## src/rtl/tlblru_pkg.sv

```systemverilog
package tlblru_pkg;

  localparam int TLB_ENTRIES_DEF = 16;
  localparam int ADDR_BITS_DEF   = 32;

  localparam int CFG_W          = 5;
  localparam int CFG_IDX_W      = 2;
  localparam int MIN_PAGE_SHIFT = 10;
  localparam int EVICT_W        = 22;
  localparam int COUNT_W        = 32;

  localparam logic [CFG_IDX_W-1:0] REG_CAPACITY   = CFG_IDX_W'(0);
  localparam logic [CFG_IDX_W-1:0] REG_PAGE_SHIFT = CFG_IDX_W'(1);

  localparam logic [CFG_W-1:0] CAPACITY_RST   = CFG_W'(16);
  localparam logic [CFG_W-1:0] PAGE_SHIFT_RST = CFG_W'(12);

  typedef enum logic {
    ST_IDLE,
    ST_LOOK
  } state_e;

  // Carried from each cell to the next older one during a lookup.
  typedef struct packed {
    logic               stop;     // a younger cell matched or is the last in use
    logic               hit;      // a younger cell matched
    logic               full;     // the last cell in use holds a page
    logic [EVICT_W-1:0] ev_page;  // page of the last cell in use
  } chain_t;

endpackage

```

## src/rtl/tlblru_cell.sv

```systemverilog
module tlblru_cell #(
  parameter int IDX    = 0,
  parameter int IDX_W  = 4,
  parameter int PAGE_W = 22
) (
  input  logic                  clk_i,
  input  logic                  rst_ni,
  input  logic                  upd_i,
  input  logic [IDX_W-1:0]      last_i,
  input  logic [PAGE_W-1:0]     look_page_i,
  input  logic [PAGE_W-1:0]     prev_page_i,
  input  logic                  prev_valid_i,
  output logic [PAGE_W-1:0]     page_o,
  output logic                  valid_o,
  input  tlblru_pkg::chain_t    chain_i,
  output tlblru_pkg::chain_t    chain_o
);
  import tlblru_pkg::*;

  logic [PAGE_W-1:0] page_q, page_d;
  logic              valid_q, valid_d;
  logic              in_use, is_last, eff_valid, match;

  assign in_use    = (IDX_W'(IDX) <= last_i);
  assign is_last   = (IDX_W'(IDX) == last_i);
  assign eff_valid = valid_q & in_use;
  assign match     = eff_valid & (page_q == look_page_i);

  always_comb begin
    chain_o.stop    = chain_i.stop | match | is_last;
    chain_o.hit     = chain_i.hit | match;
    chain_o.full    = chain_i.full | (is_last & eff_valid);
    chain_o.ev_page = chain_i.ev_page | (is_last ? EVICT_W'(page_q) : '0);
  end

  // Take the younger neighbour's entry unless the shift stopped above us.
  always_comb begin
    page_d  = page_q;
    valid_d = valid_q;
    if (upd_i) begin
      if (!chain_i.stop) begin
        page_d  = prev_page_i;
        valid_d = prev_valid_i;
      end else begin
        valid_d = eff_valid;
      end
    end
  end

  always_ff @(posedge clk_i) begin
    page_q <= page_d;
  end

  always_ff @(posedge clk_i or negedge rst_ni) begin
    if (!rst_ni) begin
      valid_q <= 1'b0;
    end else begin
      valid_q <= valid_d;
    end
  end

  assign page_o  = page_q;
  assign valid_o = valid_q;

endmodule

```

## src/rtl/tlb_lru_replacement.sv

```systemverilog
// Fully associative TLB tag store with least-recently-used replacement.
// Request channel: in_valid_i / in_stall_o with address_i. A request is taken
// on a rising edge with in_valid_i high and in_stall_o low.
// Result channel: out_valid_o / out_stall_i with hit_o, evicted_valid_o,
// evicted_page_o and hit_total_o; one result per request, in order.
// Configuration: cfg_we_i writes cfg_data_i into register cfg_index_i
// (0 capacity, 1 page shift); other indexes are ignored. Write only when idle.
// Timing: the request is latched into the lookup register, the row of cells
// is searched and updated in the lookup state, and the result is registered
// as the lookup completes. The block holds one request at a time: a new
// request is taken only after the lookup state returns to idle.
// If the receiver stalls with a result still held, the lookup waits in the
// lookup state until the output register frees; requests stall meanwhile.
// Reset clears the cell valid bits, the output valid bit and the hit counter,
// and loads capacity 16 and page shift 12; the block is ready once reset is released.
module tlb_lru_replacement #(
  parameter int TLB_ENTRIES = tlblru_pkg::TLB_ENTRIES_DEF,
  parameter int ADDR_BITS   = tlblru_pkg::ADDR_BITS_DEF
) (
  input  logic                             clk_i,
  input  logic                             rst_ni,
  input  logic                             in_valid_i,
  output logic                             in_stall_o,
  input  logic [ADDR_BITS-1:0]             address_i,
  output logic                             out_valid_o,
  input  logic                             out_stall_i,
  output logic                             hit_o,
  output logic                             evicted_valid_o,
  output logic [tlblru_pkg::EVICT_W-1:0]   evicted_page_o,
  output logic [tlblru_pkg::COUNT_W-1:0]   hit_total_o,
  input  logic                             cfg_we_i,
  input  logic [tlblru_pkg::CFG_IDX_W-1:0] cfg_index_i,
  input  logic [tlblru_pkg::CFG_W-1:0]     cfg_data_i
);
  import tlblru_pkg::*;

  localparam int PAGE_W = ADDR_BITS - MIN_PAGE_SHIFT;
  localparam int IDX_W  = (TLB_ENTRIES > 1) ? $clog2(TLB_ENTRIES) : 1;

  state_e state_q, state_d;

  logic [CFG_W-1:0]   capacity_q, page_shift_q, shift_eff;
  logic [IDX_W-1:0]   last_idx;
  logic [PAGE_W-1:0]  look_page_q;
  logic [COUNT_W-1:0] hit_count_q;
  logic               out_valid_q, hit_q, ev_valid_q;
  logic [EVICT_W-1:0] ev_page_q;
  logic               accept, commit, out_free;

  logic [PAGE_W-1:0]  cell_page  [TLB_ENTRIES];
  logic               cell_valid [TLB_ENTRIES];
  chain_t             chain      [TLB_ENTRIES+1];

  // Configuration registers.
  always_ff @(posedge clk_i or negedge rst_ni) begin
    if (!rst_ni) begin
      capacity_q   <= CAPACITY_RST;
      page_shift_q <= PAGE_SHIFT_RST;
    end else if (cfg_we_i) begin
      if (cfg_index_i == REG_CAPACITY) begin
        capacity_q <= cfg_data_i;
      end else if (cfg_index_i == REG_PAGE_SHIFT) begin
        page_shift_q <= cfg_data_i;
      end
    end
  end

  // Clamp the page shift from below; larger shifts stand as written.
  assign shift_eff = (page_shift_q < CFG_W'(MIN_PAGE_SHIFT)) ? CFG_W'(MIN_PAGE_SHIFT)
                                                             : page_shift_q;

  // Index of the oldest entry in use: capacity zero acts as one, and the
  // capacity saturates at the built depth.
  always_comb begin
    priority if (capacity_q == '0) begin
      last_idx = '0;
    end else if (32'(capacity_q) > 32'(TLB_ENTRIES)) begin
      last_idx = IDX_W'(TLB_ENTRIES - 1);
    end else begin
      last_idx = IDX_W'(capacity_q - CFG_W'(1));
    end
  end

  // Handshake control.
  assign out_free = !out_valid_q || !out_stall_i;
  assign accept   = (state_q == ST_IDLE) && in_valid_i;
  assign commit   = (state_q == ST_LOOK) && out_free;

  always_comb begin
    state_d = state_q;
    unique case (state_q)
      ST_IDLE: if (in_valid_i) state_d = ST_LOOK;
      ST_LOOK: if (out_free)   state_d = ST_IDLE;
      default: state_d = ST_IDLE;
    endcase
  end

  always_comb begin
    unique case (state_q)
      ST_IDLE: in_stall_o = 1'b0;
      ST_LOOK: in_stall_o = 1'b1;
      default: in_stall_o = 1'b1;
    endcase
  end

  always_ff @(posedge clk_i or negedge rst_ni) begin
    if (!rst_ni) begin
      state_q <= ST_IDLE;
    end else begin
      state_q <= state_d;
    end
  end

  // Latch the page number of the incoming request.
  always_ff @(posedge clk_i) begin
    if (accept) begin
      look_page_q <= PAGE_W'(address_i >> shift_eff);
    end
  end

  // Row of cells, youngest first; the lookup page enters at the young end.
  assign chain[0] = '{stop: 1'b0, hit: 1'b0, full: 1'b0, ev_page: '0};

  for (genvar g = 0; g < TLB_ENTRIES; g++) begin : g_cell
    logic [PAGE_W-1:0] prev_page;
    logic              prev_valid;

    if (g == 0) begin : g_head
      assign prev_page  = look_page_q;
      assign prev_valid = 1'b1;
    end else begin : g_body
      assign prev_page  = cell_page[g-1];
      assign prev_valid = cell_valid[g-1];
    end

    tlblru_cell #(
      .IDX    (g),
      .IDX_W  (IDX_W),
      .PAGE_W (PAGE_W)
    ) u_cell (
      .clk_i        (clk_i),
      .rst_ni       (rst_ni),
      .upd_i        (commit),
      .last_i       (last_idx),
      .look_page_i  (look_page_q),
      .prev_page_i  (prev_page),
      .prev_valid_i (prev_valid),
      .page_o       (cell_page[g]),
      .valid_o      (cell_valid[g]),
      .chain_i      (chain[g]),
      .chain_o      (chain[g+1])
    );
  end

  // Valid bit and hit counter; the counter moves only on a completed lookup.
  always_ff @(posedge clk_i or negedge rst_ni) begin
    if (!rst_ni) begin
      out_valid_q <= 1'b0;
      hit_count_q <= '0;
    end else begin
      if (commit) begin
        out_valid_q <= 1'b1;
        if (chain[TLB_ENTRIES].hit) begin
          hit_count_q <= hit_count_q + COUNT_W'(1);
        end
      end else if (!out_stall_i) begin
        out_valid_q <= 1'b0;
      end
    end
  end

  always_ff @(posedge clk_i) begin
    if (commit) begin
      hit_q      <= chain[TLB_ENTRIES].hit;
      ev_valid_q <= chain[TLB_ENTRIES].full & ~chain[TLB_ENTRIES].hit;
      ev_page_q  <= (chain[TLB_ENTRIES].full & ~chain[TLB_ENTRIES].hit)
                    ? chain[TLB_ENTRIES].ev_page : '0;
    end
  end

  assign out_valid_o     = out_valid_q;
  assign hit_o           = hit_q;
  assign evicted_valid_o = ev_valid_q;
  assign evicted_page_o  = ev_page_q;
  assign hit_total_o     = hit_count_q;

endmodule

```

## config.mk

```make
export PLATFORM = sky130hd
export DESIGN_NAME = tlb_lru_replacement
export DESIGN_NICKNAME = d
export VERILOG_FILES = /design/src/rtl/tlblru_pkg.sv /design/src/rtl/tlblru_cell.sv /design/src/rtl/tlb_lru_replacement.sv
export SDC_FILE = /design/constraint.sdc
export NUM_CORES = 1
export LEC_CHECK = 0
export ABC_CLOCK_PERIOD_IN_PS = 7700
export BUFFER_PORTS_ARGS = -buffer_cell sky130_fd_sc_hd__buf_2
export CORE_MARGIN = 3
export CORE_UTILIZATION = 42
export DETAILED_ROUTE_END_ITERATION = 10
export GPL_TIMING_DRIVEN = 0
export PLACE_DENSITY = 0.57
export SKIP_LAST_GASP = 1
export SLEW_MARGIN = 10
export SYNTH_ARGS = -nofsm -noshare
export SYNTH_HDL_FRONTEND = slang
export SYNTH_HIERARCHICAL = 1
export SYNTH_SLANG_ARGS = --single-unit
```

## constraint.sdc

```tcl
create_clock -name clk_i -period 7.7 [get_ports clk_i]
set_clock_uncertainty 0.05 [all_clocks]
set_input_delay 1.54 -clock clk_i [delete_from_list [all_inputs] [get_ports clk_i]]
set_output_delay 1.54 -clock clk_i [all_outputs]
set_load 0.02 [all_outputs]
```

==> impl_metrics.tcl <==
set metrics [dict create \
    status "complete, no violations" \
    power.leakage_nw 11.5 \
    cts_hold_buf 0 \
    rows 87 \
    cpLargestDelayFamily "simple AND/OR/NAND/NOR gates" \
    worstSetupPathType "register to register" \
    avgRoutedWirePerCell_um 25.2 \
    cts_tree "done" \
    grt_setup_unrepaired "false" \
    drive_above_1_share_pct 17.3 \
    num_io_pins 102 \
    drtAntennaViolNets 0 \
    syn_area_mm2 0.0240 \
    cts_buffers 52 \
    wl_mm 72.8 \
    core_mm2 0.0565 \
    die_h_um 245 \
    critPathSlowestCell "nor4b_2" \
    critPathMaxStageDelay_ps 830 \
    final_cells 2889 \
    cp_max_fo 27 \
    dr.first_iter.drc_count 1163 \
    ys_warn_count 6 \
    antenna_found_initial 0 \
    dp_hpwl_mm 55.5 \
    worstHoldPathType "register to register" \
    vias 16221 \
    crit_buf_inv 3 \
    avgSynthCellArea_um2 12.8 \
    clkTransAtPathRegs_ps 60 \
    routabilityCongestion 0.922 \
    cts_root_buf "clkbuf_16" \
    fmax_ghz 0.139 \
    layout_min_cycle_time_ps 7180 \
    post-place-cells 2787 \
    totalPowerFinal_mw 9.68 \
    grt_max_degree 61 \
    grt_pass1_wl_mm 109 \
    setup.worst_path.start_class "register" \
    netlist_instances 1874 \
    nNetsFinal 2135 \
    p_per_area_mw_per_mm2 343 \
    maxCapViolations 0 \
    initial_core_util_pct 42.6 \
    antenna_cells 0 \
    first_global_vias 16607 \
    end_kind "register" \
    arrival_ps 7490 \
    htreeDepth 2 \
    vias_per_cell 5.61 \
    drc 0 \
    finalSetupViolCount 0 \
    max_slew_margin_pct 12.4 \
    final_hold_viol_count 0 \
    gr-total-overflow 0 \
    dr.pass1.iters 8 \
    dieArea_mm2 0.0602 \
    area_growth_pct 17.2 \
    clock_tree.buffer_depth 3 \
    clkSinkCount 458 \
    port_buffers 92 \
    fp.dieW_um 245 \
    drv_slew 0 \
    nFillCells 4997 \
    required_ps 8010 \
    tightest_slew_ps 1310 \
    ir_worst_vdd_mv 0.213 \
    period_share_pct 93.3 \
    insertion_delay_ps 620 \
    path_common_cell "nor2_1" \
    grt_usage_pct 24.1 \
]
==> worst paths after layout <==
| check | start | to | slack [ps] | depth (start not counted) |
|---|---|---|---|---|
| worst max-delay path | capacity_q[0] | g_cell[15].u_cell/page_o[15] | 520 | 37 |
| worst min-delay path | hit_total_o[31] | hit_total_o[31] | 430 | 1 |
| worst max register to register | capacity_q[0] | g_cell[15].u_cell/page_o[15] | 520 | 37 |
| worst min register to register | hit_total_o[31] | hit_total_o[31] | 430 | 1 |
| max in group asynchronous | rst_ni | g_cell[10].u_cell/valid_o | 6050 | 1 |
| min in group asynchronous | rst_ni | hit_total_o[3] | 970 | 1 |
==> final cells by class <==
type / instances / area [µm²] / area share [%]
tap: 756 / 946 / 3.36
clock inverter: 23 / 277 / 0.981
sequential: 458 / 13500 / 47.8
buffer: 58 / 414 / 1.47
clock buffer: 75 / 1480 / 5.24
inverter: 17 / 63.8 / 0.226
timing repair buffer: 136 / 1240 / 4.39
multi-input combinational: 1366 / 10300 / 36.6
==> registers in the layout (all words and copies together) (netlist names) <==
signal	cells
page_shift_q	5
capacity_q	5
out_valid_o	1
g_cell.u_cell/page_o	352
hit_total_o	32
evicted_valid_o	1
hit_o	1
g_cell.u_cell/valid_o	16
evicted_page_o	22
g_cell.prev_page	22
state_q	1
==> where the power goes <==
part | internal (mW) | switching, mW
registers | 3.40 | 0.590
clock network | 1.51 | 1.05
logic | 1.30 | 1.83
==> layer usage <==
layer	vias up	global-route usage [%]	part of all wire (%)	routed length, µm
met5	-	0	0	0
met2	470	40.5	48	35100
li1	7441	-	-	-
met3	120	2.55	4.1	2950
met4	0	9.27	4.1	2960
met1	8190	32.1	44	31800
==> stage by stage <==
step | setup WS (ps) | TNS, ps | area [µm²] | util [%] | hold slack, ps
finish | 516 | 0 | 28200 | 49.9 | 431
global route | 10.8 | 0 | 28200 | 49.9 | 450
CTS | 148 | 0 | 28100 | 49.7 | 431
detailed placement | -540 | -17420 | 26300 | 46.6 | 419
global placement | -3060 | -415570 | 25500 | 45.2 | 412
floorplan | 21.5 | 0 | 24100 | - | 422
==> repair_timing <==
action / 4_1_cts / 5_1_grt
gates cloned: 0 / 0
pin swaps: 1 / 1
setup buffers: 1 / 0
endpoints found under the setup margin: 46 / 46
resized for setup: 3 / 8
==> worst register-to-register path, delay by kind of cell (launching register included) <==
family,cells,cell delay (ps)
AND/OR/NAND/NOR,20,3240
AO/OA/AOI/OAI,13,2390
buffers and inverters,3,650
flip-flops,1,390
adder cells (fa/ha/maj),1,230
==> placed cells by master, fill, tap and decap left out, drive strengths merged, types with 4 or more instances in the layout <==
master and instances:
a211oi 8, a22o 12, o21ai 49, bufinv 5
nor4b 4, and2 28, a21oi 18, nor2 54
xnor2 127, mux2i 40, nor3 24, clkbuf 86
o22ai 4, conb 27, nand4 47, inv 20
and4 4, nor2b 22, nor4 64, buf 183
a211o 4, o21bai 16, a22oi 10, nand2 76
and3 5, nand3 27, mux2 13, dfrtp 57
a21o 370, edfxtp 398, nand2b 6, xor2 256
or4 5, clkinv 13
Power figures use the tool's default switching activity.
